`src/rtl/dld_pkg.sv`:
```
`default_nettype none

package dld_pkg;

  localparam int FRACTION_BITS_DEF = 16;

  localparam int SAMPLE_W   = 8;
  localparam int FINE_W     = 24;
  localparam int FINE_FRAC  = 16;
  localparam int DECAY_W    = 17;
  localparam int TIME_W     = 13;
  localparam int CURVE_W    = 2;
  localparam int CFG_ADDR_W = 4;
  localparam int CFG_DATA_W = 32;

  // Widths of the gain products: decay*dt and the final gain in Q0.32.
  localparam int GAIN_PROD_W = DECAY_W + TIME_W;
  localparam int GAIN_W      = 29;

  localparam int HALF_SHIFT = 17;
  localparam int FULL_SHIFT = 16;
  localparam int Q32_SHIFT  = 32;

  localparam logic [DECAY_W-1:0] DECAY_MIN = 17'd655;
  localparam logic [DECAY_W-1:0] DECAY_MAX = 17'd65536;
  localparam logic [DECAY_W-1:0] DECAY_RST = 17'd39322;
  localparam logic [TIME_W-1:0]  TIME_MIN  = 13'd66;
  localparam logic [TIME_W-1:0]  TIME_MAX  = 13'd6554;
  localparam logic [TIME_W-1:0]  TIME_RST  = 13'd6554;

  typedef enum logic [CURVE_W-1:0] {
    CURVE_LIN  = 2'd0,
    CURVE_HALF = 2'd1,
    CURVE_FULL = 2'd2
  } curve_t;

  typedef enum logic [1:0] {
    REG_DECAY = 2'd0,
    REG_TIME  = 2'd1,
    REG_CURVE = 2'd2,
    REG_HOLD  = 2'd3
  } reg_idx_t;

  typedef struct packed {
    logic [DECAY_W-1:0] decay_gain;
    logic [TIME_W-1:0]  time_step;
    curve_t             curve_mode;
    logic               hold_when_unchanged;
  } cfg_t;

endpackage

`default_nettype wire

```
`src/rtl/dld_in_if.sv`:
```
`default_nettype none

interface dld_in_if;
  logic                          valid;
  logic                          ready;
  logic                          mode;
  logic [dld_pkg::SAMPLE_W-1:0]  sample;

  modport source (output valid, output mode, output sample, input ready);
  modport sink   (input valid, input mode, input sample, output ready);
endinterface

`default_nettype wire

```
`src/rtl/dld_out_if.sv`:
```
`default_nettype none

interface dld_out_if;
  logic                          valid;
  logic                          ready;
  logic [dld_pkg::SAMPLE_W-1:0]  level_out;
  logic [dld_pkg::FINE_W-1:0]    level_fine;
  logic                          busy_res;

  modport source (output valid, output level_out, output level_fine, output busy_res,
                  input ready);
  modport sink   (input valid, input level_out, input level_fine, input busy_res,
                  output ready);
endinterface

`default_nettype wire

```
`src/rtl/dld_cfg_regs.sv`:
```
`default_nettype none

module dld_cfg_regs (
  input  wire logic                              clk,
  input  wire logic                              rst_n,
  input  wire logic                              psel,
  input  wire logic                              penable,
  input  wire logic                              pwrite,
  input  wire logic [dld_pkg::CFG_ADDR_W-1:0]    paddr,
  input  wire logic [dld_pkg::CFG_DATA_W-1:0]    pwdata,
  output logic      [dld_pkg::CFG_DATA_W-1:0]    prdata,
  output logic                                   pready,
  output dld_pkg::cfg_t                          cfg
);

  dld_pkg::cfg_t                     cfg_r;
  dld_pkg::cfg_t                     cfg_nxt;
  dld_pkg::reg_idx_t                 reg_idx;
  logic [dld_pkg::DECAY_W-1:0]       decay_wr;
  logic [dld_pkg::TIME_W-1:0]        time_wr;
  logic [dld_pkg::CURVE_W-1:0]       curve_wr;
  logic                              wr_en;

  assign pready   = 1'b1;
  assign wr_en    = psel && penable && pwrite;
  assign reg_idx  = dld_pkg::reg_idx_t'(paddr[3:2]);
  assign decay_wr = pwdata[dld_pkg::DECAY_W-1:0];
  assign time_wr  = pwdata[dld_pkg::TIME_W-1:0];
  assign curve_wr = pwdata[dld_pkg::CURVE_W-1:0];

  always_comb begin
    cfg_nxt = cfg_r;
    if (wr_en) begin
      unique case (reg_idx)
        dld_pkg::REG_DECAY: begin
          if (decay_wr < dld_pkg::DECAY_MIN) begin
            cfg_nxt.decay_gain = dld_pkg::DECAY_MIN;
          end else if (decay_wr > dld_pkg::DECAY_MAX) begin
            cfg_nxt.decay_gain = dld_pkg::DECAY_MAX;
          end else begin
            cfg_nxt.decay_gain = decay_wr;
          end
        end
        dld_pkg::REG_TIME: begin
          if (time_wr < dld_pkg::TIME_MIN) begin
            cfg_nxt.time_step = dld_pkg::TIME_MIN;
          end else if (time_wr > dld_pkg::TIME_MAX) begin
            cfg_nxt.time_step = dld_pkg::TIME_MAX;
          end else begin
            cfg_nxt.time_step = time_wr;
          end
        end
        dld_pkg::REG_CURVE: begin
          if (curve_wr > dld_pkg::CURVE_FULL) begin
            cfg_nxt.curve_mode = dld_pkg::CURVE_LIN;
          end else begin
            cfg_nxt.curve_mode = dld_pkg::curve_t'(curve_wr);
          end
        end
        dld_pkg::REG_HOLD: begin
          cfg_nxt.hold_when_unchanged = pwdata[0];
        end
      endcase
    end
  end

  always_ff @(posedge clk) begin
    if (!rst_n) begin
      cfg_r.decay_gain          <= dld_pkg::DECAY_RST;
      cfg_r.time_step           <= dld_pkg::TIME_RST;
      cfg_r.curve_mode          <= dld_pkg::CURVE_LIN;
      cfg_r.hold_when_unchanged <= 1'b0;
    end else begin
      cfg_r <= cfg_nxt;
    end
  end

  always_comb begin
    unique case (reg_idx)
      dld_pkg::REG_DECAY: prdata = dld_pkg::CFG_DATA_W'(cfg_r.decay_gain);
      dld_pkg::REG_TIME:  prdata = dld_pkg::CFG_DATA_W'(cfg_r.time_step);
      dld_pkg::REG_CURVE: prdata = dld_pkg::CFG_DATA_W'(cfg_r.curve_mode);
      dld_pkg::REG_HOLD:  prdata = dld_pkg::CFG_DATA_W'(cfg_r.hold_when_unchanged);
    endcase
  end

  assign cfg = cfg_r;

endmodule

`default_nettype wire

```
`src/rtl/dld_serial_mult.sv`:
```
`default_nettype none

module dld_serial_mult #(
  parameter int MC_W = dld_pkg::GAIN_PROD_W,
  parameter int MP_W = dld_pkg::DECAY_W
) (
  input  wire logic                   clk,
  input  wire logic                   rst_n,
  input  wire logic                   start,
  input  wire logic [MC_W-1:0]        mc_in,
  input  wire logic [MP_W-1:0]        mp_in,
  output logic                        done,
  output logic [MC_W+MP_W-1:0]        product
);

  localparam int ACC_W = MC_W + MP_W;

  logic              busy_r;
  logic [ACC_W-1:0]  mc_r;
  logic [MP_W-1:0]   mp_r;
  logic [ACC_W-1:0]  acc_r;
  logic [ACC_W-1:0]  partial;

  // Two multiplier bits are consumed per cycle, least significant first.
  assign partial = (mp_r[0] ? mc_r : '0) + (mp_r[1] ? {mc_r[ACC_W-2:0], 1'b0} : '0);
  assign done    = busy_r && (mp_r == '0);
  assign product = acc_r;

  always_ff @(posedge clk) begin
    if (!rst_n) begin
      busy_r <= 1'b0;
    end else if (start) begin
      busy_r <= 1'b1;
    end else if (done) begin
      busy_r <= 1'b0;
    end
  end

  always_ff @(posedge clk) begin
    if (start) begin
      mc_r  <= ACC_W'(mc_in);
      mp_r  <= mp_in;
      acc_r <= '0;
    end else if (busy_r && (mp_r != '0)) begin
      acc_r <= acc_r + partial;
      mc_r  <= {mc_r[ACC_W-3:0], 2'b00};
      mp_r  <= {2'b00, mp_r[MP_W-1:2]};
    end
  end

`ifndef NO_ASSERTIONS
  a_start_when_free: assert property (@(posedge clk) disable iff (!rst_n)
    start |-> (!busy_r || done))
    else $error("multiplier restarted in the middle of a product");
`endif

endmodule

`default_nettype wire

```
`src/rtl/dld_ctrl.sv`:
```
`default_nettype none

module dld_ctrl #(
  parameter int FRACTION_BITS = dld_pkg::FRACTION_BITS_DEF
) (
  input  wire logic          clk,
  input  wire logic          rst_n,
  input  wire dld_pkg::cfg_t cfg,
  dld_in_if.sink             in_ch,
  dld_out_if.source          out_ch
);

  localparam int F     = FRACTION_BITS;
  localparam int LW    = dld_pkg::SAMPLE_W + F;
  localparam int MC_W  = dld_pkg::GAIN_PROD_W;
  localparam int MP_W  = (LW > dld_pkg::DECAY_W) ? LW : dld_pkg::DECAY_W;
  localparam int ACC_W = MC_W + MP_W;
  localparam logic [LW-1:0] LEVEL_MAX = {{dld_pkg::SAMPLE_W{1'b1}}, {F{1'b0}}};

  typedef enum logic [4:0] {
    S_IDLE  = 5'b00001,
    S_GAIN1 = 5'b00010,
    S_GAIN2 = 5'b00100,
    S_STEP  = 5'b01000,
    S_DONE  = 5'b10000
  } state_t;

  state_t                         state_r;
  state_t                         state_nxt;
  logic [LW-1:0]                  level_r;
  logic [dld_pkg::SAMPLE_W-1:0]   prev_r;
  logic                           flag_r;
  logic [LW-1:0]                  mag_r;
  logic                           dir_r;
  logic                           out_valid_r;
  logic [dld_pkg::SAMPLE_W-1:0]   out_level_r;
  logic [dld_pkg::FINE_W-1:0]     out_fine_r;
  logic                           out_busy_r;

  logic                           acc_in;
  logic                           hold_hit;
  logic                           out_free;
  logic [LW-1:0]                  target;
  logic                           up;
  logic [LW-1:0]                  mag_in;
  logic                           mult_start;
  logic [MC_W-1:0]                mult_mc;
  logic [MP_W-1:0]                mult_mp;
  logic                           mult_done;
  logic [ACC_W-1:0]               prod;
  logic [dld_pkg::GAIN_W-1:0]     gain_sq;
  logic [LW-1:0]                  step;
  logic [LW:0]                    sum_up;
  logic [LW-1:0]                  apply_level;
  logic                           apply_flag;
  logic [dld_pkg::FINE_W-1:0]     fine_w;

  assign in_ch.ready = (state_r == S_IDLE);
  assign acc_in      = in_ch.valid && in_ch.ready;
  assign hold_hit    = cfg.hold_when_unchanged && (in_ch.sample == prev_r);
  assign out_free    = !out_valid_r || out_ch.ready;
  assign target      = {in_ch.sample, {F{1'b0}}};
  assign up          = (target >= level_r);
  assign mag_in      = up ? (target - level_r) : (level_r - target);

  assign gain_sq = (cfg.curve_mode == dld_pkg::CURVE_HALF)
                 ? dld_pkg::GAIN_W'(prod >> dld_pkg::HALF_SHIFT)
                 : dld_pkg::GAIN_W'(prod >> dld_pkg::FULL_SHIFT);
  assign step    = LW'(prod >> dld_pkg::Q32_SHIFT);
  assign sum_up  = {1'b0, level_r} + {1'b0, step};

  always_comb begin
    if (dir_r) begin
      if (sum_up > {1'b0, LEVEL_MAX}) begin
        apply_level = LEVEL_MAX;
        apply_flag  = 1'b0;
      end else begin
        apply_level = sum_up[LW-1:0];
        apply_flag  = 1'b1;
      end
    end else begin
      if (step > level_r) begin
        apply_level = '0;
        apply_flag  = 1'b0;
      end else begin
        apply_level = level_r - step;
        apply_flag  = 1'b1;
      end
    end
  end

  generate
    if (F >= dld_pkg::FINE_FRAC) begin : g_fine_trunc
      assign fine_w = level_r[F+7:F-dld_pkg::FINE_FRAC];
    end else begin : g_fine_ext
      assign fine_w = {level_r, {(dld_pkg::FINE_FRAC-F){1'b0}}};
    end
  endgenerate

  always_comb begin
    state_nxt  = state_r;
    mult_start = 1'b0;
    mult_mc    = '0;
    mult_mp    = '0;
    unique case (state_r)
      S_IDLE: begin
        if (acc_in) begin
          if (in_ch.mode || hold_hit) begin
            state_nxt = S_DONE;
          end else begin
            mult_start = 1'b1;
            mult_mc    = MC_W'(cfg.decay_gain);
            mult_mp    = MP_W'(cfg.time_step);
            state_nxt  = S_GAIN1;
          end
        end
      end
      S_GAIN1: begin
        if (mult_done) begin
          mult_start = 1'b1;
          if (cfg.curve_mode == dld_pkg::CURVE_LIN) begin
            mult_mc   = MC_W'(prod[dld_pkg::GAIN_W-1:0]);
            mult_mp   = MP_W'(mag_r);
            state_nxt = S_STEP;
          end else begin
            mult_mc   = prod[MC_W-1:0];
            mult_mp   = MP_W'(cfg.decay_gain);
            state_nxt = S_GAIN2;
          end
        end
      end
      S_GAIN2: begin
        if (mult_done) begin
          mult_start = 1'b1;
          mult_mc    = MC_W'(gain_sq);
          mult_mp    = MP_W'(mag_r);
          state_nxt  = S_STEP;
        end
      end
      S_STEP: begin
        if (mult_done) begin
          state_nxt = S_DONE;
        end
      end
      S_DONE: begin
        if (out_free) begin
          state_nxt = S_IDLE;
        end
      end
      default: begin
        state_nxt = S_IDLE;
      end
    endcase
  end

  dld_serial_mult #(
    .MC_W (MC_W),
    .MP_W (MP_W)
  ) u_mult (
    .clk     (clk),
    .rst_n   (rst_n),
    .start   (mult_start),
    .mc_in   (mult_mc),
    .mp_in   (mult_mp),
    .done    (mult_done),
    .product (prod)
  );

  always_ff @(posedge clk) begin
    if (!rst_n) begin
      state_r     <= S_IDLE;
      level_r     <= '0;
      prev_r      <= '0;
      flag_r      <= 1'b0;
      out_valid_r <= 1'b0;
    end else begin
      state_r <= state_nxt;
      if (acc_in) begin
        prev_r <= in_ch.sample;
        if (in_ch.mode) begin
          level_r <= target;
        end else if (hold_hit) begin
          flag_r <= 1'b0;
        end
      end
      if ((state_r == S_STEP) && mult_done) begin
        level_r <= apply_level;
        flag_r  <= apply_flag;
      end
      if ((state_r == S_DONE) && out_free) begin
        out_valid_r <= 1'b1;
      end else if (out_ch.ready) begin
        out_valid_r <= 1'b0;
      end
    end
  end

  always_ff @(posedge clk) begin
    if (acc_in) begin
      mag_r <= mag_in;
      dir_r <= up;
    end
    if ((state_r == S_DONE) && out_free) begin
      out_level_r <= level_r[F+7:F];
      out_fine_r  <= fine_w;
      out_busy_r  <= flag_r;
    end
  end

  assign out_ch.valid      = out_valid_r;
  assign out_ch.level_out  = out_level_r;
  assign out_ch.level_fine = out_fine_r;
  assign out_ch.busy_res   = out_busy_r;

`ifndef NO_ASSERTIONS
  a_level_in_range: assert property (@(posedge clk) disable iff (!rst_n)
    level_r <= LEVEL_MAX)
    else $error("smoothed level above full scale");

  a_force_sets_level: assert property (@(posedge clk) disable iff (!rst_n)
    (acc_in && in_ch.mode) |=> (level_r == $past(target)))
    else $error("force request did not load the level");

  a_hold_keeps_level: assert property (@(posedge clk) disable iff (!rst_n)
    (acc_in && !in_ch.mode && hold_hit) |=> (!flag_r && $stable(level_r)))
    else $error("held request changed the level or left the busy flag set");

  a_result_from_done: assert property (@(posedge clk) disable iff (!rst_n)
    $rose(out_valid_r) |-> $past(state_r == S_DONE))
    else $error("result presented outside the completion state");
`endif

endmodule

`default_nettype wire

```
`src/rtl/dmx_level_damper_unit.sv`:
```
// Exponential level damper for 8-bit light levels. Each request either forces the kept
// level to the sample (mode 1) or moves it toward the sample by a gain of decay*dt,
// decay*decay*dt/2 or decay*decay*dt depending on the curve register; the level is kept
// in Q8.FRACTION_BITS and returned as a byte, as Q8.16 and with a busy flag. Registers
// sit at byte addresses 0 (decay, Q1.16), 4 (dt, Q0.16), 8 (curve) and 12 (hold);
// out-of-range decay and dt writes are clamped; a curve above 2 selects curve 0. All
// products go through one radix-4 shift-add multiplier that retires two multiplier bits
// a cycle and ends early for small multipliers. A smoothing request runs the decay*dt
// product, the decay*decay*dt product unless curve 0 is set, and the step product;
// force and held requests skip the products. One request is in flight at a time, and
// the next one is accepted while the previous result waits in the output register.
`default_nettype none

module dmx_level_damper_unit #(
  parameter int FRACTION_BITS = dld_pkg::FRACTION_BITS_DEF
) (
  input  wire logic                              clk,
  input  wire logic                              rst_n,
  dld_in_if.sink                                 in_ch,
  dld_out_if.source                              out_ch,
  input  wire logic                              psel,
  input  wire logic                              penable,
  input  wire logic                              pwrite,
  input  wire logic [dld_pkg::CFG_ADDR_W-1:0]    paddr,
  input  wire logic [dld_pkg::CFG_DATA_W-1:0]    pwdata,
  output logic      [dld_pkg::CFG_DATA_W-1:0]    prdata,
  output logic                                   pready
);

  dld_pkg::cfg_t cfg;

  dld_cfg_regs u_cfg (
    .clk     (clk),
    .rst_n   (rst_n),
    .psel    (psel),
    .penable (penable),
    .pwrite  (pwrite),
    .paddr   (paddr),
    .pwdata  (pwdata),
    .prdata  (prdata),
    .pready  (pready),
    .cfg     (cfg)
  );

  dld_ctrl #(
    .FRACTION_BITS (FRACTION_BITS)
  ) u_ctrl (
    .clk    (clk),
    .rst_n  (rst_n),
    .cfg    (cfg),
    .in_ch  (in_ch),
    .out_ch (out_ch)
  );

endmodule

`default_nettype wire
```
`src/flat_wrapper.sv`:
```
// flat-port wrapper written by rule: the top's interface ports become plain ports
module dmx_level_damper_unit_flat 
#(
  parameter int FRACTION_BITS = dld_pkg::FRACTION_BITS_DEF
)
  (clk, rst_n, psel, penable, pwrite, paddr, pwdata, prdata, pready, in_ch_valid, in_ch_mode, in_ch_sample, in_ch_ready, out_ch_valid, out_ch_level_out, out_ch_level_fine, out_ch_busy_res, out_ch_ready);
  dld_in_if in_ch_i ();
  dld_out_if out_ch_i ();
  input  wire logic clk;
  input  wire logic rst_n;
  input  wire logic psel;
  input  wire logic penable;
  input  wire logic pwrite;
  input  wire logic [dld_pkg::CFG_ADDR_W-1:0] paddr;
  input  wire logic [dld_pkg::CFG_DATA_W-1:0] pwdata;
  output logic      [dld_pkg::CFG_DATA_W-1:0] prdata;
  output logic pready;
  input wire logic [$bits(in_ch_i.valid)-1:0] in_ch_valid;
  input wire logic [$bits(in_ch_i.mode)-1:0] in_ch_mode;
  input wire logic [$bits(in_ch_i.sample)-1:0] in_ch_sample;
  output wire logic [$bits(in_ch_i.ready)-1:0] in_ch_ready;
  output wire logic [$bits(out_ch_i.valid)-1:0] out_ch_valid;
  output wire logic [$bits(out_ch_i.level_out)-1:0] out_ch_level_out;
  output wire logic [$bits(out_ch_i.level_fine)-1:0] out_ch_level_fine;
  output wire logic [$bits(out_ch_i.busy_res)-1:0] out_ch_busy_res;
  input wire logic [$bits(out_ch_i.ready)-1:0] out_ch_ready;
  assign in_ch_i.valid = in_ch_valid;
  assign in_ch_i.mode = in_ch_mode;
  assign in_ch_i.sample = in_ch_sample;
  assign in_ch_ready = in_ch_i.ready;
  assign out_ch_valid = out_ch_i.valid;
  assign out_ch_level_out = out_ch_i.level_out;
  assign out_ch_level_fine = out_ch_i.level_fine;
  assign out_ch_busy_res = out_ch_i.busy_res;
  assign out_ch_i.ready = out_ch_ready;
  dmx_level_damper_unit #(.FRACTION_BITS(FRACTION_BITS)) u_core (.clk(clk), .rst_n(rst_n), .in_ch(in_ch_i), .out_ch(out_ch_i), .psel(psel), .penable(penable), .pwrite(pwrite), .paddr(paddr), .pwdata(pwdata), .prdata(prdata), .pready(pready));
endmodule
```
`config.mk`:
```
export PLATFORM = sky130hd
export DESIGN_NAME = dmx_level_damper_unit_flat
export DESIGN_NICKNAME = d
export VERILOG_FILES = /design/src/rtl/dld_pkg.sv /design/src/rtl/dld_in_if.sv /design/src/rtl/dld_out_if.sv /design/src/rtl/dld_cfg_regs.sv /design/src/rtl/dld_serial_mult.sv /design/src/rtl/dld_ctrl.sv /design/src/rtl/dmx_level_damper_unit.sv /design/src/flat_wrapper.sv
export SDC_FILE = /design/constraint.sdc
export NUM_CORES = 1
export LEC_CHECK = 0
export BUFFER_PORTS_ARGS = -buffer_cell sky130_fd_sc_hd__buf_4
export CELL_PAD_IN_SITES_DETAIL_PLACEMENT = 1
export CELL_PAD_IN_SITES_GLOBAL_PLACEMENT = 1
export CORE_MARGIN = 2
export CORE_UTILIZATION = 51
export DETAILED_ROUTE_END_ITERATION = 16
export PLACE_DENSITY_LB_ADDON = 0.1
export SYNTH_ARGS = -nofsm -noshare
export SYNTH_HDL_FRONTEND = slang
export SYNTH_SLANG_ARGS = --single-unit
export TNS_END_PERCENT = 50
```
`constraint.sdc`:
```
create_clock -name clk -period 10.4 [get_ports clk]
set_input_delay 0.52 -clock clk [delete_from_list [all_inputs] [get_ports clk]]
set_output_delay 0.52 -clock clk [all_outputs]
set_load 0.1 [all_outputs]
```
# Yosys cells after proc, flatten, opt, wreduce, memory -nomap -nowiden
# Cells that the tools add are included.
[word_totals]
register_bits = 263
in_bits = 52
out_inout_bits = 68
word_cells = 133
[classes]
addsub = 6
order_cmp = 8
n_eq_ne = 16
muxes = 55
n_reduce_logical = 29
[op_table]
columns = ["operator", "count"]
rows = [
  ["$mux W24", 12],
  ["$pmux W32 S4", 1],
  ["$mux W30", 4],
  ["$add A54 B54 Y54", 2],
  ["$mux W54", 2],
  ["$pmux W30 S3", 1],
  ["$pmux W24 S3", 1],
  ["$mux W17", 4],
  ["$mux W29", 2],
  ["$mux W13", 4],
  ["$sub A24 B24 Y24", 2],
  ["$mux W5", 6],
  ["$add A24 B22 Y25", 1],
  ["$gt A25 B24 Y1 const B", 1],
  ["$pmux W5 S5", 1],
  ["$ge A24 B24 Y1", 1],
  ["$gt A22 B24 Y1", 1],
  ["$logic_not A24 Y1", 1],
  ["$reduce_bool A24 Y1", 1],
  ["$sub A24 B22 Y24", 1],
  ["$gt A17 B17 Y1 const B", 1],
  ["$lt A17 B10 Y1 const B", 1],
  ["$mux W1", 14],
  ["$gt A13 B13 Y1 const B", 1],
  ["other kinds (24)", 48],
]

# Longest topological paths before layout
[logic_depth]
word_depth = 7
depth_mapped = 19
depth_no_buf = 17

# Hierarchy
# A second synthesis with hierarchy kept.
[unflattened]
cells_unflattened = 2387
area_unflattened_um2 = 20254.4
[modules_own_cells]
columns = ["mod", "instances", "cells_each", "area_per_inst_um2", "seq_area_each_um2"]
rows = [
  ["dld_serial_mult", 1, 1106, 9973.3, 3203.1],
  ["dld_ctrl", 1, 1051, 8413.1, 2282.2],
  ["dld_cfg_regs", 1, 230, 1868.0, 660.6],
]

# Least setup slack after synthesis
# OpenSTA, ideal clock, no wires.
[synth_path]
path_kind = "reg-to-reg"
start = "register u_core.u_ctrl.state_r[2]"
end = "register u_core.u_ctrl.u_mult.mc_r[0], enable pin"
setup_time_ps = 416
t_arrival_ps = 3808
required_ps = 9984
slack_ps = 6176
path_stages_with_launch = 9
period_less_slack_ps = 4224
cell_sequence = "dfxtp_1 > nor2_1 > and3_1 > clkbuf_1 > nand2_1 > nor3_1 > a21oi_1 > clkbuf_1 > nand2_1"
[synth_via]
elab_chain_cells = 5
[synth_lines]
columns = ["item", "line_no", "source"]
rows = [
  ["from (decl)", "dld_ctrl.sv:28", "state_t state_r;"],
  ["from (signal assigned)", "dld_ctrl.sv:177", "state_r <= state_nxt;"],
  ["$eq A5 B1 Y1 *", "dld_ctrl.sv:58", "assign in_ch.ready = (state_r == S_IDLE);"],
  ["net in_ch_ready", "flat_wrapper.sv:21", "output wire logic [$bits(in_ch_i.ready)-1:0] in_ch_ready;"],
  ["$logic_and A1 B1 Y1", "dld_ctrl.sv:59", "assign acc_in = in_ch.valid && in_ch.ready;"],
  ["$mux W1", "dld_ctrl.sv:107", "if (acc_in) begin"],
  ["$pmux W1 S2 *", "dld_ctrl.sv:105", "unique case (state_r)"],
  ["$reduce_bool A2 Y1 (no source line) *", "-", ""],
  ["to (signal assigned)", "dld_serial_mult.sv:41", "mc_r <= ACC_W'(mc_in);"],
  ["to (signal assigned)", "dld_serial_mult.sv:46", "mc_r <= {mc_r[ACC_W-3:0], 2'b00};"],
  ["to (decl)", "dld_serial_mult.sv:19", "logic [ACC_W-1:0] mc_r;"],
]
# Mark *: on every way through the listed nets, which the timed path passes. The rest lies on a longest branch.
# A chain may end at the register's enable or synchronous reset.

# Worst setup path after layout
[layout_path]
start = "register u_core.u_ctrl.u_mult.mp_r[1]"
end = "register u_core.u_ctrl.u_mult.acc_r[41] (netlist: u_core.u_ctrl.u_mult.product[41])"
[layout_via]
elab_chain_cells = 4
[layout_lines]
columns = ["item", "line_no", "source"]
rows = [
  ["from (decl)", "dld_serial_mult.sv:20", "logic [MP_W-1:0] mp_r;"],
  ["from (signal assigned)", "dld_serial_mult.sv:42", "mp_r <= mp_in;"],
  ["from (signal assigned)", "dld_serial_mult.sv:47", "mp_r <= {2'b00, mp_r[MP_W-1:2]};"],
  ["parallel branches: the longest is 4 deep, another holds $add A54 B54 Y54", "-", ""],
  ["to (signal assigned)", "dld_serial_mult.sv:45", "acc_r <= acc_r + partial;"],
  ["to (decl)", "dld_serial_mult.sv:21", "logic [ACC_W-1:0] acc_r;"],
]
# Parallel ways; which one is timed is not known.

==> run summary <==
The number of buffers inserted by hold repair at cts is 0. The die boundary height is 199 um. Clock tree synthesis selected as its root buffer the cell sky130_fd_sc_hd__clkbuf_16. The final period utilization is 49.7%. The warning count from the yosys run is 0. The path type of the worst setup path is reg -> reg. Of the total power, the clock network draws 28.4%. The number of antenna violations at the first check in global routing was 0. The number of port buffers is 86. In this run the cell area of the synthesized design comes to 19400 um2. The clock skew is 0.0188 ns. The count of unresolved DRC violations after routing came out at 0. The delay of the slowest critical-path stage came out at 0.60 ns. Tracing the worst setup path back leads to its startpoint at u_core.u_ctrl.u_mult.mp_r[1]. Each instance of the synthesized netlist takes up on average 8.10 um2.

Among all flip-flop cells after synthesis, the most frequent one is sky130_fd_sc_hd__dfxtp_1. The count of standard-cell rows is 71. The floorplan die area came out at 39700 um2. The final max-slew violation count was 0. The via count of the first global-routing pass came to 18800. The design internal power came out at 0.00250 W. The total global routing track utilization came out at 33.5%.

Setup repair after global routing left no endpoint under its margin. The final weighted congestion of routability-driven global placement is 0.893. The clock buffer count from CTS came out at 31. The final antenna-violating net count is 0. The area added between synthesis and finish is 9.96%. The synthesis-stage register bit count came out at 255.

The kind of capture point of the worst setup path is a flip-flop. CTS built an H-tree with a depth of 1. The max-slew headroom at the worst pin is 26.2%. The completed layout was analyzed and its total power is 0.00420 W. Clock-pin slew was measured on the worst setup and hold paths at 0.06 ns.

The net switching power of the design is 0.00170 W. The post-CTS setup repair buffer count is 0. The data required time of the worst path is 10.86 ns. The number of gates resized after CTS was 0. Clock tree synthesis found a total of 255 sinks. For this run, the detailed router's first-pass iteration total came to 5. The number of nets in the finished design is 2614.

For this design the ratio of total power to cell area is 197 nW/um2. The critical path data arrival time is 5.63 ns. The combinational cell fraction of total power came out at 40.6%. In the post-synthesis netlist, the biggest area contributors are sky130_fd_sc_hd__edfxtp_1 16%, sky130_fd_sc_hd__dfxtp_1 16%, sky130_fd_sc_hd__nand2_1 7.3%, sky130_fd_sc_hd__ha_1 7.2%, sky130_fd_sc_hd__a21oi_1 7.1%. The global-route wire length before repair is 105000 um. Clock latency on the worst-skew pair, taken at its later pin, is 0.60 ns. Cells with a size suffix above 1 make up 8.31% of the layout. STA classifies the critical path startpoint as a flip-flop.

The routed via count came out at 18300. The max-capacitance violation count is 0. The detailed router's first-iteration violation count came out at 1173. Setup total negative slack on the finished layout was measured at 0 ns. The buffer levels on the longest clock path came out at 3.

The routed wire length per instance came out at 22.7 um. The number of inserted filler cells in the final layout came out at 4540. The slew at the pin closest to its max-slew limit is 1.09 ns. The switching power share of the total is 40.5%. The signal on the critical path passes through buf_4 -> nand2_1 -> fa_1 -> inv_1 -> ha_1 -> inv_1 -> fa_1 -> nand2b_1 -> a21oi_1 -> o32ai_1 -> o21ai_0 -> a21o_1 -> a21oi_1 -> o21ai_0 -> o31ai_1 -> o31ai_1 -> xnor2_1 -> o22ai_1.

The biggest area contributor in the post-synthesis netlist is sky130_fd_sc_hd__edfxtp_1. Of all nets on the critical path, the largest fanout is 53. The area of the core region came out at 37600 um2. The maximum number of pins on one net before global-route repair came out at 70. The post-synthesis cell count came out at 2400. The leakage power is 9.24 nW. Once the floorplan was initialized, standard cells occupied 51.7% of the core. The TritonCTS clock tree is built. 120 I/O pins were placed. The startpoint identified for the worst hold timing path is pwdata[13]. After synthesis, the largest area contributor takes up 16.1% of total cell area. The run finished with clean final reports. The final count of hold timing violations is 0. The total global routing overflow is 0.

The width of the chip came out at 199 um. The part of the power in registers came out at 31.1%. The path class of the lowest-slack min-delay path is in -> reg.

The achievable clock frequency came out at 193 MHz. On the critical path, the stage with the largest delay is an instance of sky130_fd_sc_hd__o31ai_1. For this run, asynchronously set or reset flops after synthesis account for 0%. The launching point of the worst reg2reg path is u_core.u_ctrl.u_mult.mp_r[1].

The number of distinct library cells after synthesis is 94. For this block, the routed nets add up to 66600 um of wire. The via density per instance is 6.24. After legalization and detailed placement, the total HPWL measured 48800 um. The number of synthesized flops with an enable pin is 104. The number of setup violations in the final report is 0. The highest ir drop seen on vdd is 0.130 mV. The fraction of the yosys area taken by sequential cells is 31.6%. The worst path in the final design needs a cycle of 5.17 ns, including I/O delays and setup.
-- sequential cells by signal, summed over array words and instances, names as in the netlist --
| signal | count |
|---|---|
| u_core.u_ctrl.out_ch.level_out | 8 |
| u_core.u_ctrl.state_r | 5 |
| u_core.u_ctrl.prev_r | 8 |
| u_core.u_ctrl.out_ch.busy_res | 1 |
| u_core.u_ctrl.u_mult.mc_r | 54 |
| u_core.u_ctrl.fine_w | 24 |
| u_core.u_cfg.cfg | 33 |
| u_core.u_ctrl.u_mult.busy_r | 1 |
| u_core.u_ctrl.flag_r | 1 |
| u_core.u_ctrl.mag_r | 24 |
| u_core.u_ctrl.out_ch.level_fine | 16 |
| u_core.u_ctrl.u_mult.mp_r | 24 |
| u_core.u_ctrl.u_mult.product | 54 |
| u_core.u_ctrl.dir_r | 1 |
| u_core.u_ctrl.out_ch.valid | 1 |
-- final timing paths --
kind         cells past startpoint  slack [ns]                                to
max                             18        5.23  u_core.u_ctrl.u_mult.product[41]
min reg2reg                      2        0.46     u_core.u_ctrl.u_mult.mc_r[53]
max reg2reg                     18        5.23  u_core.u_ctrl.u_mult.product[41]
min                              3        0.18              u_core.u_cfg.cfg[29]
-- area by class of cell --
type / instances / area [um2] / share of cell area, %
multi-input combinational: 1793 / 11900 / 55.7
sequential: 255 / 6150 / 28.8
clock buffer: 34 / 818 / 3.83
timing repair buffer: 108 / 811 / 3.79
inverter: 205 / 769 / 3.60
tap: 511 / 639 / 2.99
clock inverter: 24 / 284 / 1.33
antenna: 1 / 2.50 / 0.0117
-- power by group through the flow --
| stage | sequential (W) | combinational (W) | clock, W |
|---|---|---|---|
| 2_1_floorplan | 0.00126 | 0.00126 | 0 |
| 3_3_place_gp | 0.00132 | 0.00160 | 0 |
| 3_5_place_dp | 0.00132 | 0.00167 | 0 |
| 4_1_cts | 0.00130 | 0.00169 | 0.00120 |
| 5_1_grt | 0.00131 | 0.00187 | 0.00124 |
| 6_report | 0.00131 | 0.00171 | 0.00119 |
-- per-stage QoR --
stage | setup WS (ns) | area (um2) | hold slack (ns) | cells | util, %
after global routing | 4.86 | 21400 | 0.186 | 2930 | 56.9
after detailed placement | 5.34 | 20300 | 0.456 | 2872 | 53.9
after floorplan | 6.18 | 19500 | 0.406 | 2414 | -
final | 5.23 | 21400 | 0.178 | 2931 | 56.9
after global placement | 5.35 | 20300 | 0.444 | 2872 | 53.9
after CTS | 5.32 | 21400 | 0.166 | 2930 | 56.9
-- per-layer routing --
layer  track usage [%]  share of wire (%)
met5                 0                  0
met4              13.0                3.8
met3              3.48                4.8
met2              58.7                 49
met1              42.4                 42
-- worst max-delay path: cells and delay by family (launching register included) --
family,cells,cell delay (ns)
buffers and inverters,3,0.63
AND/OR/NAND/NOR,2,0.37
adder cells (fa/ha/maj),3,0.95
AO/OA/AOI/OAI,9,2.56
XOR/XNOR,1,0.17
flip-flops,1,0.34
-- Yosys cell counts (21+ instances only) --
cell                         n
sky130_fd_sc_hd__a21oi_1   274
sky130_fd_sc_hd__nand2_1   378
sky130_fd_sc_hd__o31ai_1    21
sky130_fd_sc_hd__ha_1      112
sky130_fd_sc_hd__inv_1     202
sky130_fd_sc_hd__and2_1     21
sky130_fd_sc_hd__nor3_1     33
sky130_fd_sc_hd__edfxtp_1  104
sky130_fd_sc_hd__and3_1     29
sky130_fd_sc_hd__clkbuf_1  117
sky130_fd_sc_hd__a21o_1     60
sky130_fd_sc_hd__nor2_1    157
sky130_fd_sc_hd__a221o_1    31
sky130_fd_sc_hd__fa_1       56
sky130_fd_sc_hd__xor2_1     34
sky130_fd_sc_hd__dfxtp_1   151
sky130_fd_sc_hd__o21ai_0    96
sky130_fd_sc_hd__a211oi_1   21
sky130_fd_sc_hd__nand3_1    43
sky130_fd_sc_hd__mux2i_1    23
sky130_fd_sc_hd__xnor2_1    72
sky130_fd_sc_hd__buf_4      24
-- placed cells by master, fill, tap and decap left out, types with 56 or more instances in the layout --
cell type / netlist / routed
sky130_fd_sc_hd__nand2_1: 378 / 377
sky130_fd_sc_hd__a21oi_1: 274 / 273
sky130_fd_sc_hd__inv_1: 202 / 202
sky130_fd_sc_hd__nor2_1: 157 / 157
sky130_fd_sc_hd__dfxtp_1: 151 / 151
sky130_fd_sc_hd__ha_1: 112 / 112
sky130_fd_sc_hd__buf_4: 24 / 108
sky130_fd_sc_hd__edfxtp_1: 104 / 104
sky130_fd_sc_hd__o21ai_0: 96 / 95
sky130_fd_sc_hd__xnor2_1: 72 / 72
sky130_fd_sc_hd__a21o_1: 60 / 59
sky130_fd_sc_hd__fa_1: 56 / 56
-- logic make-up after synthesis --
group                    share of synthesized area (%)
AO/OA/AOI/OAI                                     23.2
XOR/XNOR                                          4.78
adder cells (fa/ha/maj)                           13.0
buffers and inverters                             7.69
flip-flops                                        31.6
multiplexers                                      1.36
other                                           0.0386
AND/OR/NAND/NOR                                   18.4
Note: power is estimated with default switching activity, not from simulation.
